`src/rtl/bsm_pkg.sv`:
```
package bsm_pkg;

    localparam int CELL_SIZE = 8;
    localparam int GRID      = 5;

    localparam int T_W        = 17;
    localparam int PT_W       = 10;
    localparam int STEP_W     = 12;
    localparam int MASK_W     = GRID * GRID;
    localparam int W_W        = 33;
    localparam int ACC_W      = 42;
    localparam int D_W        = 13;
    localparam int CFG_IDX_W  = 3;
    localparam int CFG_DATA_W = 25;

    localparam logic [T_W-1:0]    T_ONE      = 17'h10000;
    localparam logic [STEP_W-1:0] STEP_RESET = 12'd328;

    // doubled-coordinate offset of the grid's left/top edge (2.5 cells)
    localparam logic signed [D_W-1:0] CELL_OFFSET = D_W'(5 * CELL_SIZE);

    typedef enum logic [CFG_IDX_W-1:0] {
        CFG_START_X   = 3'd0,
        CFG_START_Y   = 3'd1,
        CFG_CONTROL_X = 3'd2,
        CFG_CONTROL_Y = 3'd3,
        CFG_END_X     = 3'd4,
        CFG_END_Y     = 3'd5,
        CFG_T_STEP    = 3'd6,
        CFG_CELL_MASK = 3'd7
    } t_cfg_idx;

    typedef enum logic [2:0] {
        S_IDLE,
        S_W0,
        S_W1,
        S_W2,
        S_ACC,
        S_HIT,
        S_DONE
    } t_state;

    typedef enum logic [1:0] {
        W_UU,
        W_TU,
        W_TT
    } t_wsel;

    typedef enum logic [1:0] {
        P_START,
        P_CTRL,
        P_END
    } t_psel;

    typedef struct packed {
        logic            command;
        logic [PT_W-1:0] probe_x;
        logic [PT_W-1:0] probe_y;
    } t_req;

    typedef struct packed {
        logic [PT_W-1:0] pos_x;
        logic [PT_W-1:0] pos_y;
        logic            hit;
    } t_rsp;

    typedef struct packed {
        logic  load_req;
        logic  w_en;
        t_wsel wsel;
        logic  clr_acc;
        logic  acc_en;
        t_psel psel;
        logic  hit_en;
        logic  out_load;
    } t_cmd;

    // doubled-coordinate span of cell k along one axis, relative to grid edge
    function automatic logic signed [D_W-1:0] cell_lo(input int k);
        cell_lo = D_W'(2 * k * CELL_SIZE);
    endfunction

    function automatic logic signed [D_W-1:0] cell_hi(input int k);
        cell_hi = D_W'((2 * k + 2) * CELL_SIZE);
    endfunction

endpackage

```
`src/rtl/bsm_ctrl.sv`:
```
module bsm_ctrl (
    input  logic          i_clk,
    input  logic          i_rst_n,
    input  logic          i_req_valid,
    input  logic          i_req_cmd,
    output logic          o_req_ready,
    output logic          o_rsp_valid,
    input  logic          i_rsp_ready,
    output bsm_pkg::t_cmd o_cmd
);
    import bsm_pkg::*;

    t_state r_state;
    t_state n_state;
    logic   r_out_valid;
    logic   out_free;

    assign out_free    = !r_out_valid || i_rsp_ready;
    assign o_rsp_valid = r_out_valid;

    always_ff @(posedge i_clk) begin
        if (!i_rst_n) begin
            r_state     <= S_IDLE;
            r_out_valid <= 1'b0;
        end else begin
            r_state <= n_state;
            if (o_cmd.out_load) begin
                r_out_valid <= 1'b1;
            end else if (i_rsp_ready) begin
                r_out_valid <= 1'b0;
            end
        end
    end

    always_comb begin
        n_state     = r_state;
        o_cmd       = '0;
        o_req_ready = 1'b0;
        case (r_state)
            S_IDLE: begin
                o_req_ready = 1'b1;
                if (i_req_valid) begin
                    o_cmd.load_req = 1'b1;
                    n_state        = i_req_cmd ? S_HIT : S_W0;
                end
            end
            S_W0: begin
                o_cmd.w_en    = 1'b1;
                o_cmd.wsel    = W_UU;
                o_cmd.clr_acc = 1'b1;
                n_state       = S_W1;
            end
            S_W1: begin
                o_cmd.w_en   = 1'b1;
                o_cmd.wsel   = W_TU;
                o_cmd.acc_en = 1'b1;
                o_cmd.psel   = P_START;
                n_state      = S_W2;
            end
            S_W2: begin
                o_cmd.w_en   = 1'b1;
                o_cmd.wsel   = W_TT;
                o_cmd.acc_en = 1'b1;
                o_cmd.psel   = P_CTRL;
                n_state      = S_ACC;
            end
            S_ACC: begin
                o_cmd.acc_en = 1'b1;
                o_cmd.psel   = P_END;
                n_state      = S_DONE;
            end
            S_HIT: begin
                o_cmd.hit_en = 1'b1;
                n_state      = S_DONE;
            end
            S_DONE: begin
                // hold the finished item until the output register is free
                if (out_free) begin
                    o_cmd.out_load = 1'b1;
                    n_state        = S_IDLE;
                end
            end
            default: begin
                n_state = S_IDLE;
            end
        endcase
    end

endmodule

```
`src/rtl/bsm_dpath.sv`:
```
module bsm_dpath (
    input  logic                             i_clk,
    input  logic                             i_rst_n,
    input  logic                             i_cfg_we,
    input  logic [bsm_pkg::CFG_IDX_W-1:0]    i_cfg_idx,
    input  logic [bsm_pkg::CFG_DATA_W-1:0]   i_cfg_data,
    input  bsm_pkg::t_req                    i_req,
    input  bsm_pkg::t_cmd                    i_cmd,
    output bsm_pkg::t_rsp                    o_rsp
);
    import bsm_pkg::*;

    // configuration
    logic [PT_W-1:0]   r_start_x, r_start_y;
    logic [PT_W-1:0]   r_control_x, r_control_y;
    logic [PT_W-1:0]   r_end_x, r_end_y;
    logic [STEP_W-1:0] r_t_step;
    logic [MASK_W-1:0] r_cell_mask;

    // architectural state
    logic [T_W-1:0]  r_path;
    logic            r_fwd;
    logic [PT_W-1:0] r_cur_x, r_cur_y;

    // working registers
    t_req             r_req;
    logic [W_W-1:0]   r_w;
    logic [ACC_W-1:0] r_acc_x, r_acc_y;
    logic             r_hit;
    t_rsp             r_rsp;

    logic [T_W-1:0]   t_c, u_c, mul_a, mul_b;
    logic [2*T_W-1:0] w_prod;
    logic [W_W-1:0]   n_w;
    logic [PT_W-1:0]  pt_x, pt_y;
    logic [PT_W+W_W-1:0] mac_x, mac_y;
    logic [T_W:0]     t_sum;
    logic [T_W-1:0]   n_path;
    logic             n_fwd;
    logic signed [D_W-1:0] dx, dy;
    logic [GRID-1:0]  col_in, row_in;
    logic             n_hit;
    logic             is_tick;

    assign o_rsp   = r_rsp;
    assign is_tick = !r_req.command;

    // clamp t to one before use
    assign t_c = (r_path > T_ONE) ? T_ONE : r_path;
    assign u_c = T_ONE - t_c;

    // shared weight multiplier: u*u, 2*t*u, t*t
    always_comb begin
        case (i_cmd.wsel)
            W_UU: begin
                mul_a = u_c;
                mul_b = u_c;
            end
            W_TU: begin
                mul_a = t_c;
                mul_b = u_c;
            end
            W_TT: begin
                mul_a = t_c;
                mul_b = t_c;
            end
            default: begin
                mul_a = t_c;
                mul_b = t_c;
            end
        endcase
    end

    assign w_prod = {{T_W{1'b0}}, mul_a} * {{T_W{1'b0}}, mul_b};
    assign n_w    = (i_cmd.wsel == W_TU) ? {w_prod[W_W-2:0], 1'b0} : w_prod[W_W-1:0];

    always_comb begin
        case (i_cmd.psel)
            P_START: begin
                pt_x = r_start_x;
                pt_y = r_start_y;
            end
            P_CTRL: begin
                pt_x = r_control_x;
                pt_y = r_control_y;
            end
            P_END: begin
                pt_x = r_end_x;
                pt_y = r_end_y;
            end
            default: begin
                pt_x = r_end_x;
                pt_y = r_end_y;
            end
        endcase
    end

    assign mac_x = {{W_W{1'b0}}, pt_x} * {{PT_W{1'b0}}, r_w};
    assign mac_y = {{W_W{1'b0}}, pt_y} * {{PT_W{1'b0}}, r_w};

    // step t, clamp at the ends and flip only on overshoot
    assign t_sum = {1'b0, t_c} + {{(T_W+1-STEP_W){1'b0}}, r_t_step};

    always_comb begin
        n_path = t_c;
        n_fwd  = r_fwd;
        if (r_fwd) begin
            if (t_sum > {1'b0, T_ONE}) begin
                n_path = T_ONE;
                n_fwd  = 1'b0;
            end else begin
                n_path = t_sum[T_W-1:0];
            end
        end else begin
            if ({{(T_W-STEP_W){1'b0}}, r_t_step} > t_c) begin
                n_path = '0;
                n_fwd  = 1'b1;
            end else begin
                n_path = t_c - {{(T_W-STEP_W){1'b0}}, r_t_step};
            end
        end
    end

    // hit test in doubled coordinates relative to the grid edge
    assign dx = $signed({2'b00, r_req.probe_x, 1'b0}) - $signed({2'b00, r_cur_x, 1'b0})
                + CELL_OFFSET;
    assign dy = $signed({2'b00, r_req.probe_y, 1'b0}) - $signed({2'b00, r_cur_y, 1'b0})
                + CELL_OFFSET;

    always_comb begin
        n_hit = 1'b0;
        for (int k = 0; k < GRID; k++) begin
            col_in[k] = (dx >= cell_lo(k)) && (dx <= cell_hi(k));
            row_in[k] = (dy >= cell_lo(k)) && (dy <= cell_hi(k));
        end
        for (int c = 0; c < GRID; c++) begin
            for (int r = 0; r < GRID; r++) begin
                n_hit = n_hit | (r_cell_mask[c*GRID+r] & col_in[c] & row_in[r]);
            end
        end
    end

    always_ff @(posedge i_clk) begin
        if (!i_rst_n) begin
            r_start_x   <= '0;
            r_start_y   <= '0;
            r_control_x <= '0;
            r_control_y <= '0;
            r_end_x     <= '0;
            r_end_y     <= '0;
            r_t_step    <= STEP_RESET;
            r_cell_mask <= '0;
            r_path      <= '0;
            r_fwd       <= 1'b1;
            r_cur_x     <= '0;
            r_cur_y     <= '0;
        end else begin
            if (i_cfg_we) begin
                case (i_cfg_idx)
                    CFG_START_X:   r_start_x   <= i_cfg_data[PT_W-1:0];
                    CFG_START_Y:   r_start_y   <= i_cfg_data[PT_W-1:0];
                    CFG_CONTROL_X: r_control_x <= i_cfg_data[PT_W-1:0];
                    CFG_CONTROL_Y: r_control_y <= i_cfg_data[PT_W-1:0];
                    CFG_END_X:     r_end_x     <= i_cfg_data[PT_W-1:0];
                    CFG_END_Y:     r_end_y     <= i_cfg_data[PT_W-1:0];
                    CFG_T_STEP:    r_t_step    <= i_cfg_data[STEP_W-1:0];
                    CFG_CELL_MASK: r_cell_mask <= i_cfg_data[MASK_W-1:0];
                    default: ;
                endcase
            end
            if (i_cmd.out_load && is_tick) begin
                r_path  <= n_path;
                r_fwd   <= n_fwd;
                r_cur_x <= r_acc_x[ACC_W-1:ACC_W-PT_W];
                r_cur_y <= r_acc_y[ACC_W-1:ACC_W-PT_W];
            end
        end
    end

    always_ff @(posedge i_clk) begin
        if (i_cmd.load_req) begin
            r_req <= i_req;
        end
        if (i_cmd.w_en) begin
            r_w <= n_w;
        end
        if (i_cmd.clr_acc) begin
            r_acc_x <= '0;
            r_acc_y <= '0;
        end else if (i_cmd.acc_en) begin
            r_acc_x <= r_acc_x + mac_x[ACC_W-1:0];
            r_acc_y <= r_acc_y + mac_y[ACC_W-1:0];
        end
        if (i_cmd.hit_en) begin
            r_hit <= n_hit;
        end
        if (i_cmd.out_load) begin
            if (is_tick) begin
                r_rsp.pos_x <= r_acc_x[ACC_W-1:ACC_W-PT_W];
                r_rsp.pos_y <= r_acc_y[ACC_W-1:ACC_W-PT_W];
                r_rsp.hit   <= 1'b0;
            end else begin
                r_rsp.pos_x <= r_cur_x;
                r_rsp.pos_y <= r_cur_y;
                r_rsp.hit   <= r_hit;
            end
        end
    end

endmodule

```
`src/rtl/bezier_sprite_mover_unit.sv`:
```
// Channel   Direction  Handshake                  Payload
// request   in         i_req_valid / o_req_ready  i_req  (command, probe_x, probe_y)
// result    out        o_rsp_valid / i_rsp_ready  o_rsp  (pos_x, pos_y, hit)
// config    in         i_cfg_we (no wait)         i_cfg_idx, i_cfg_data
//
// A tick request steps through states W0, W1, W2, ACC and DONE: one 17x17
// multiplier forms the weights u*u, 2*t*u and t*t in turn, and two 10x33
// multiply-accumulators fold each weight into x and y the cycle after.
// A hit request steps through states HIT and DONE: ten parallel range
// checks (five columns, five rows) are made in HIT.
// The next request is accepted the cycle after the result is loaded into
// the output register; a stalled result blocks at most one more request.
// Reset (synchronous, active low) restores t = 0, forward travel, position
// (0,0), all points 0, cell mask 0 and t_step 328.
module bezier_sprite_mover_unit (
    input  logic                            i_clk,
    input  logic                            i_rst_n,
    input  logic                            i_cfg_we,
    input  logic [bsm_pkg::CFG_IDX_W-1:0]   i_cfg_idx,
    input  logic [bsm_pkg::CFG_DATA_W-1:0]  i_cfg_data,
    input  logic                            i_req_valid,
    output logic                            o_req_ready,
    input  bsm_pkg::t_req                   i_req,
    output logic                            o_rsp_valid,
    input  logic                            i_rsp_ready,
    output bsm_pkg::t_rsp                   o_rsp
);
    import bsm_pkg::*;

    t_cmd cmd;

    // sequence the request: weights and accumulation for ticks, one compare for hits
    bsm_ctrl u_ctrl (
        .i_clk       (i_clk),
        .i_rst_n     (i_rst_n),
        .i_req_valid (i_req_valid),
        .i_req_cmd   (i_req.command),
        .o_req_ready (o_req_ready),
        .o_rsp_valid (o_rsp_valid),
        .i_rsp_ready (i_rsp_ready),
        .o_cmd       (cmd)
    );

    // hold configuration, curve state, arithmetic and the result register
    bsm_dpath u_dpath (
        .i_clk      (i_clk),
        .i_rst_n    (i_rst_n),
        .i_cfg_we   (i_cfg_we),
        .i_cfg_idx  (i_cfg_idx),
        .i_cfg_data (i_cfg_data),
        .i_req      (i_req),
        .i_cmd      (cmd),
        .o_rsp      (o_rsp)
    );

    // an accepted request always takes the block out of idle
    a_busy_after_accept: assert property (
        @(posedge i_clk) disable iff (!i_rst_n)
        (i_req_valid && o_req_ready) |=> !o_req_ready
    ) else $error("request accepted but block still ready");

    // a result only appears after the block has been working on a request
    a_result_from_work: assert property (
        @(posedge i_clk) disable iff (!i_rst_n)
        $rose(o_rsp_valid) |-> $past(!o_req_ready)
    ) else $error("result appeared without a request in flight");

    // never overwrite a result that has not been taken
    a_no_overwrite: assert property (
        @(posedge i_clk) disable iff (!i_rst_n)
        cmd.out_load |-> (!o_rsp_valid || i_rsp_ready)
    ) else $error("output register loaded over a pending result");

endmodule
```
`config.mk`:
```
export PLATFORM = sky130hd
export DESIGN_NAME = bezier_sprite_mover_unit
export DESIGN_NICKNAME = d
export VERILOG_FILES = /design/src/rtl/bsm_pkg.sv /design/src/rtl/bsm_ctrl.sv /design/src/rtl/bsm_dpath.sv /design/src/rtl/bezier_sprite_mover_unit.sv
export SDC_FILE = /design/constraint.sdc
export NUM_CORES = 2
export LEC_CHECK = 0
export BUFFER_PORTS_ARGS = -buffer_cell sky130_fd_sc_hd__buf_2
export CELL_PAD_IN_SITES_DETAIL_PLACEMENT = 0
export CELL_PAD_IN_SITES_GLOBAL_PLACEMENT = 1
export CORE_MARGIN = 2
export CORE_UTILIZATION = 55
export CTS_BUF_LIST = sky130_fd_sc_hd__clkbuf_8
export DETAILED_ROUTE_END_ITERATION = 10
export GPL_TIMING_DRIVEN = 0
export HOLD_SLACK_MARGIN = 0.12
export PLACE_DENSITY_LB_ADDON = 0.1
export SLEW_MARGIN = 20
export SYNTH_ARGS = -nofsm -noshare
export SYNTH_HDL_FRONTEND = slang
export SYNTH_SLANG_ARGS = --single-unit
export TNS_END_PERCENT = 5
```
`constraint.sdc`:
```
create_clock -name i_clk -period 23.5 [get_ports i_clk]
set_clock_uncertainty 0.1 [all_clocks]
set_input_delay 2.35 -clock i_clk [delete_from_list [all_inputs] [get_ports i_clk]]
set_output_delay 2.35 -clock i_clk [all_outputs]
set_load 0.05 [all_outputs]
```
Word level (Yosys, flattened, before mapping)
Index checks and enable logic that the tools add are counted.
Operators by class
  order comparisons: 23
  $mul: 3
  multiplexer cells: 28
  equal/unequal tests: 17
  bitwise gates (word level): 74
  add/subtract/negate cells: 9
  reduce and logical (&&, ||, !) cells: 30
Operator list (number)
  $mux 17: 6
  $add 42x42->42: 2
  $mul 10x33->42: 2
  $ge 13x7->1 const B: 4
  $le 13x7->1 const B: 4
  $le 13x8->1 const B: 4
  $and 1x1->1: 50
  $pmux 10 s2: 2
  $mul 17x17->33: 1
  $mux 33: 1
  $add 13x7->13 const B: 2
  $ge 13x1->1 const B: 2
  $ge 13x6->1 const B: 2
  $ge 13x8->1 const B: 2
  $le 13x6->1 const B: 2
  $or 1x1->1: 24
  $sub 11x11->12: 2
  $eq 3x3->1 const B: 7
  $mux 21: 1
  $add 17x12->18: 1
  $gt 18x17->1 const B: 1
  $pmux 3 s3: 2
  $pmux 3 s6: 1
  $reduce_and 2->1: 9
  18 further kinds: 50
Storage, ports and cells
  logic and storage cells: 209
  bits in registers: 299
  output and inout port bits: 23
  input port bits: 54

Longest topological paths before layout
  depth in word-level cells: 30
  mapped depth: 38
  mapped depth without buffers: 36

Hierarchy
Synthesis repeated with hierarchy kept, for this count alone.
Unflattened totals
  cell total of the unflattened synthesis: 5364
  area total of the unflattened synthesis: 46445.8 µm²
Modules (own cells, without submodules)
  bsm_dpath: seq. area each 6666.4 µm², cells each 5328, area each 46159.3 µm², instances 1
  bsm_ctrl: seq. area each 80.1 µm², cells each 36, area each 286.5 µm², instances 1

Worst setup path after synthesis
OpenSTA, ideal clock, no wires.
  kind: register to register
  from: register u_dpath.r_path[2]
  to: register u_dpath.r_w[26] (data pin)
  setup time: 0.269 ns
  setup slack: 14.258 ns
  buffers on the path: 2
  period minus slack after synthesis: 9.242 ns
  data arrival time: 8.873 ns
  stages on the path, launching flop included: 36
  data required time: 23.131 ns
  path through: dfxtp_1 > nor2_2 > or4b_4 > nor3_4 > nor3b_4 > nand4b_4 > o21ai_2 > nand2_1 > clkbuf_1 > ha_1 > o21a_1 > o21ai_0 > nand2_1 > xnor2_1 > clkbuf_1 > nand2_1 > fa_1 > inv_1 > fa_1 > inv_1 > fa_1 > fa_1 > inv_1 > fa_1 > fa_1 > ha_1 > a211oi_1 > a21oi_1 > a2111oi_0 > o31ai_1 > a221o_1 > a21oi_1 > o21ai_0 > a21oi_1 > xor2_1 > o21ai_0
Between the ends
  longest elaborated chain between the ends: 6
  elaborated cells between the ends (all ways): 7
  those cells by class: add/sub (1); mul (1); order compare (1); mux (4)
RTL lines
  start: declaration: RTL line bsm_dpath.sv:21  | logic [T_W-1:0] r_path;
  start signal: assignment: RTL line bsm_dpath.sv:172  | r_path <= n_path;
  $gt 17x17->1: RTL line bsm_dpath.sv:49  | assign t_c = (r_path > T_ONE) ? T_ONE : r_path;
  $mux 17 (*): RTL line bsm_dpath.sv:49
  $sub 17x17->17: RTL line bsm_dpath.sv:50  | assign u_c = T_ONE - t_c;
  $mux 17: RTL line bsm_dpath.sv:54  | case (i_cmd.wsel)
  $mul 17x17->33 (*): RTL line bsm_dpath.sv:74  | assign w_prod = {{T_W{1'b0}}, mul_a} * {{T_W{1'b0}}, mul_b};
  $mux 33 (*): RTL line bsm_dpath.sv:75  | assign n_w = (i_cmd.wsel == W_TU) ? {w_prod[W_W-2:0], 1'b0} : w_prod[W_W-1:0];
  via u_dpath.n_w[26]: RTL line bsm_dpath.sv:34  | logic [W_W-1:0] n_w;
  end signal: assignment: RTL line bsm_dpath.sv:185  | r_w <= n_w;
  end: declaration: RTL line bsm_dpath.sv:27  | logic [W_W-1:0] r_w;
Mark *: on every way through the listed nets, which the timed path passes. The rest lies on a longest branch.
A chain may end at the register's enable or synchronous reset.

Worst setup path after layout
  from: register u_dpath.r_path[3]
  to: register u_dpath.r_w[31] (data pin)
Same word-level chain as after synthesis.

==> run_results.csv <==
group,metric,value,unit
logic_synthesis,yosys_warnings,0,
cts,cts-hold-fix-buffers,0,
timing,fin_crit,12.71,ns
power,intPower,1730,uW
route,vias_per_cell,5.63,
cells_and_area,fin_area,49300,sq um
worst_setup_path,r2r_slack,10.79,ns
power,swShare,49.2,%
cells_and_area,fillers,7815,
cells_and_area,syn_to_final_growth,6.71,%
cts,clk_path_buf_depth,3,
logic_synthesis,mappedNetlistArea,46200,sq um
worst_hold_path,hp-start,"u_dpath.r_start_y[3]",
placed_design,hpwl,115,mm
floorplanning,die_area,86300,sq um
logic_synthesis,yosysMostFrequentCell,"nand2_1",
logic_synthesis,ys_types,99,
worst_setup_path,path_class,"reg2reg",
placed_design,routabilityCongestion,0.946,
timing,period_share,54.1,%
logic_synthesis,syn_area_per_cell,8.48,sq um
route,dr.pass1.iters,6,
cells_and_area,layout-drive-gt1-share,4.58,%
global_route,grt_use_total,33.9,%
worst_setup_path,timing.rr.start,"u_dpath.r_path[3]",
worst_setup_path,cp.required,23.83,ns
global_route,gr-total-overflow,0,
worst_hold_path,holdCritPathClass,"reg2reg",
cts,cts.repair.resized,0,
floorplanning,fp.dieW,294,um
power,p_per_area,69.2,nW/um^2
floorplanning,rows,106,
cts,cts_setup_buffers,0,
route,dr_total_vias,37700,
power,power_leakage,0.0204,uW
power,peakVddDrop,0.0539,mV
route,final_antenna_net_count,0,
placed_design,io_buffers,62,
logic_synthesis,yosysSeqAreaShare,14.6,%
cts,clk_pin_slew,0.06,ns
global_route,grt_first_pass_wirelength,222,mm
cts,root_buffer,"clkbuf_8",
logic_synthesis,synthCells,5442,
worst_setup_path,reg2reg_depth,35,
worst_setup_path,crit_top_cell,"fa_1",
worst_setup_path,worstSetupEndpointType,"flip-flop",
cts,clk_latency,0.73,ns
worst_setup_path,cp.arrival,13.04,ns
cts,cts_tree,"yes",
global_route,grt_max_degree,27,
worst_setup_path,r2r-end,"u_dpath.r_w[31]",
cells_and_area,nNetsFinal,6724,
worst_hold_path,min_to,"u_dpath.r_start_y[3]",
floorplanning,io_pins,77,
route,drcViolationCount,0,
timing,timing.setup.tns,0,ns
cts,clkSinkCount,299,
cts,cts_buffers,56,
timing,rsz0062_at_grt,"no",
timing,slew_headroom,19.9,%
logic_synthesis,synth-edff-count,76,
timing,setup_viol,0,
timing,hold_viol_final,0,
logic_synthesis,synth_ff_type,"dfxtp_1",
floorplanning,start_util,55.3,%
worst_setup_path,path_buf_inv,5,
timing,clock.fmax,0.0787,GHz
worst_setup_path,cp_slowest_stage_delay,0.95,ns
flow_run,drv_cap,0,
power,combPwrFrac,62.1,%
route,wl,142,mm
status,status,"complete, no violations",
global_route,antenna_found_initial,1,
timing,tightest_slew,1.20,ns
global_route,grt_pass1_vias,38300,
logic_synthesis,postSynth.asyncResetShare,0,%
cts,htree_levels,2,
placed_design,post_dp_cell_area,48000,sq um
worst_setup_path,cp_slowest_cell,"xnor2_1",
power,pwr-share-seq,20.8,%
power,p_switching,1680,uW
logic_synthesis,synthTopCellsByCount,"1078 x nand2_1, 878 x inv_1, 799 x fa_1, 315 x a21oi_1, 303 x ha_1",
power,clockPowerShare,17.1,%
route,drt_iter0_markers,2928,
floorplanning,die_height,294,um
logic_synthesis,ys_ff_latch,299,
worst_hold_path,min_path_cells,2,
timing,drv_slew,0,
logic_synthesis,synth_fp_nets,6598,
logic_synthesis,yosys-top-cells-area,"fa_1 35%, dfxtp_1 9.7%, nand2_1 8.8%",
worst_setup_path,startpoint_type,"flip-flop",
logic_synthesis,synth_top_area_share,34.6,%
worst_setup_path,path_delay_family,"adder cells",
floorplanning,coreArea,83400,sq um
logic_synthesis,yosysTopAreaCell,"fa_1",
worst_setup_path,crit_fanout,11,
route,wl_per_cell,21.3,um
==> layout make-up <==
type                       count  area (sq um)  share of cell area, %
antenna                        4          10.0                 0.0203
buffer                       284          1100                   2.24
clock buffer                  64           881                   1.79
clock inverter                40           355                  0.721
inverter                     881          3310                   6.71
multi-input combinational   3978         35100                   71.2
sequential                   299          6750                   13.7
tap                         1080          1350                   2.74
timing repair buffer          68           414                  0.841
==> cells in the final DEF, fill, tap and decap left out, types with 14 or more instances in the layout <==
cell	n
o21a_1	28
o22ai_1	22
nor2b_1	221
clkbuf_8	64
nor3_1	52
nor2_1	220
and3_1	17
nand2_1	1078
mux2_2	19
edfxtp_1	76
xnor2_1	107
buf_1	33
fa_1	799
ha_1	303
a21oi_1	311
nand2b_1	50
a22oi_1	18
and2_1	120
a211oi_1	26
a31oi_1	16
o21ai_0	128
nor4_1	14
a21o_1	57
nand3_1	65
or3_1	27
buf_2	68
clkbuf_1	230
inv_1	890
dfxtp_1	223
xor2_1	44
o211ai_1	19
or2_2	17
==> routing by layer <==
metal	share of wire [%]	vias up	GRT usage, %
met5	0	-	0
met4	4.3	0	12.9
met3	7.8	296	6.01
met1	42	18800	46.2
li1	-	17200	-
met2	46	1381	54.0
==> tightest hold or removal path, stage by stage, from the launching register on <==
cell and delay (ns):
dfxtp_1 0.31, nand2_1 0.05, a21oi_1 0.05
==> power by group through the flow <==
stage	Clock (uW)	Combinational (uW)	Sequential, uW
6_report	582	2120	710
5_1_grt	617	2370	720
2_1_floorplan	0	1520	689
3_5_place_dp	0	2090	721
3_3_place_gp	0	2050	722
4_1_cts	593	2110	711
==> state kept, by name (all words and copies together) (netlist names) <==
register	flops
u_dpath.r_cur_x	10
u_dpath.r_start_y	10
u_dpath.r_w	33
u_ctrl.o_rsp_valid	1
u_dpath.r_control_x	10
u_dpath.r_req	21
u_dpath.r_fwd	1
u_dpath.r_cur_y	10
u_dpath.r_t_step	12
u_dpath.o_rsp	21
u_ctrl.r_state	3
u_dpath.r_start_x	10
u_dpath.r_end_x	10
u_dpath.r_end_y	10
u_dpath.r_cell_mask	25
u_dpath.r_path	17
u_dpath.r_control_y	10
u_dpath.r_hit	1
u_dpath.r_acc_x	42
u_dpath.r_acc_y	42
==> logic make-up (layout without fill, tap and decap cells) <==
family                   count (synthesis)  in the layout  synth area share, %
AND/OR/NAND/NOR                       1929           1929                 18.9
buffers and inverters                 1165           1337                 9.54
adder cells (fa/ha/maj)               1102           1102                 42.9
AO/OA/AOI/OAI                          760            760                 10.4
flip-flops                             299            299                 14.6
XOR/XNOR                               157            157                 2.99
multiplexers                            30             30                0.702
other                                    0              4                    0
==> how the worst max path moves through the flow <==
stage / from / to / slack [ns] / cells after the start
6_report: u_dpath.r_path[3] / u_dpath.r_w[31] / 10.79 / 35
2_1_floorplan: u_dpath.r_path[2] / u_dpath.r_w[26] / 14.26 / 35
5_1_grt: u_dpath.r_path[3] / u_dpath.r_w[31] / 10.22 / 35
3_3_place_gp: u_dpath.r_path[3] / u_dpath.r_w[31] / 11.14 / 35
3_5_place_dp: u_dpath.r_path[3] / u_dpath.r_w[31] / 11.06 / 35
4_1_cts: u_dpath.r_path[3] / u_dpath.r_w[31] / 10.99 / 35
==> metrics by stage <==
stage | hold WS [ns] | cells | util (%) | power [uW] | setup WS (ns)
finish | 0.354 | 6698 | 59.1 | 3410 | 10.79
global route | 0.370 | 6695 | 59.1 | 3710 | 10.22
CTS | 0.355 | 6694 | 59.0 | 3410 | 10.99
detailed placement | 0.347 | 6590 | 57.5 | 2810 | 11.06
global placement | 0.341 | 6584 | 57.3 | 2770 | 11.14
floorplan | 0.332 | 5442 | - | 2210 | 14.26
Note: power is estimated with default switching activity, not from simulation.
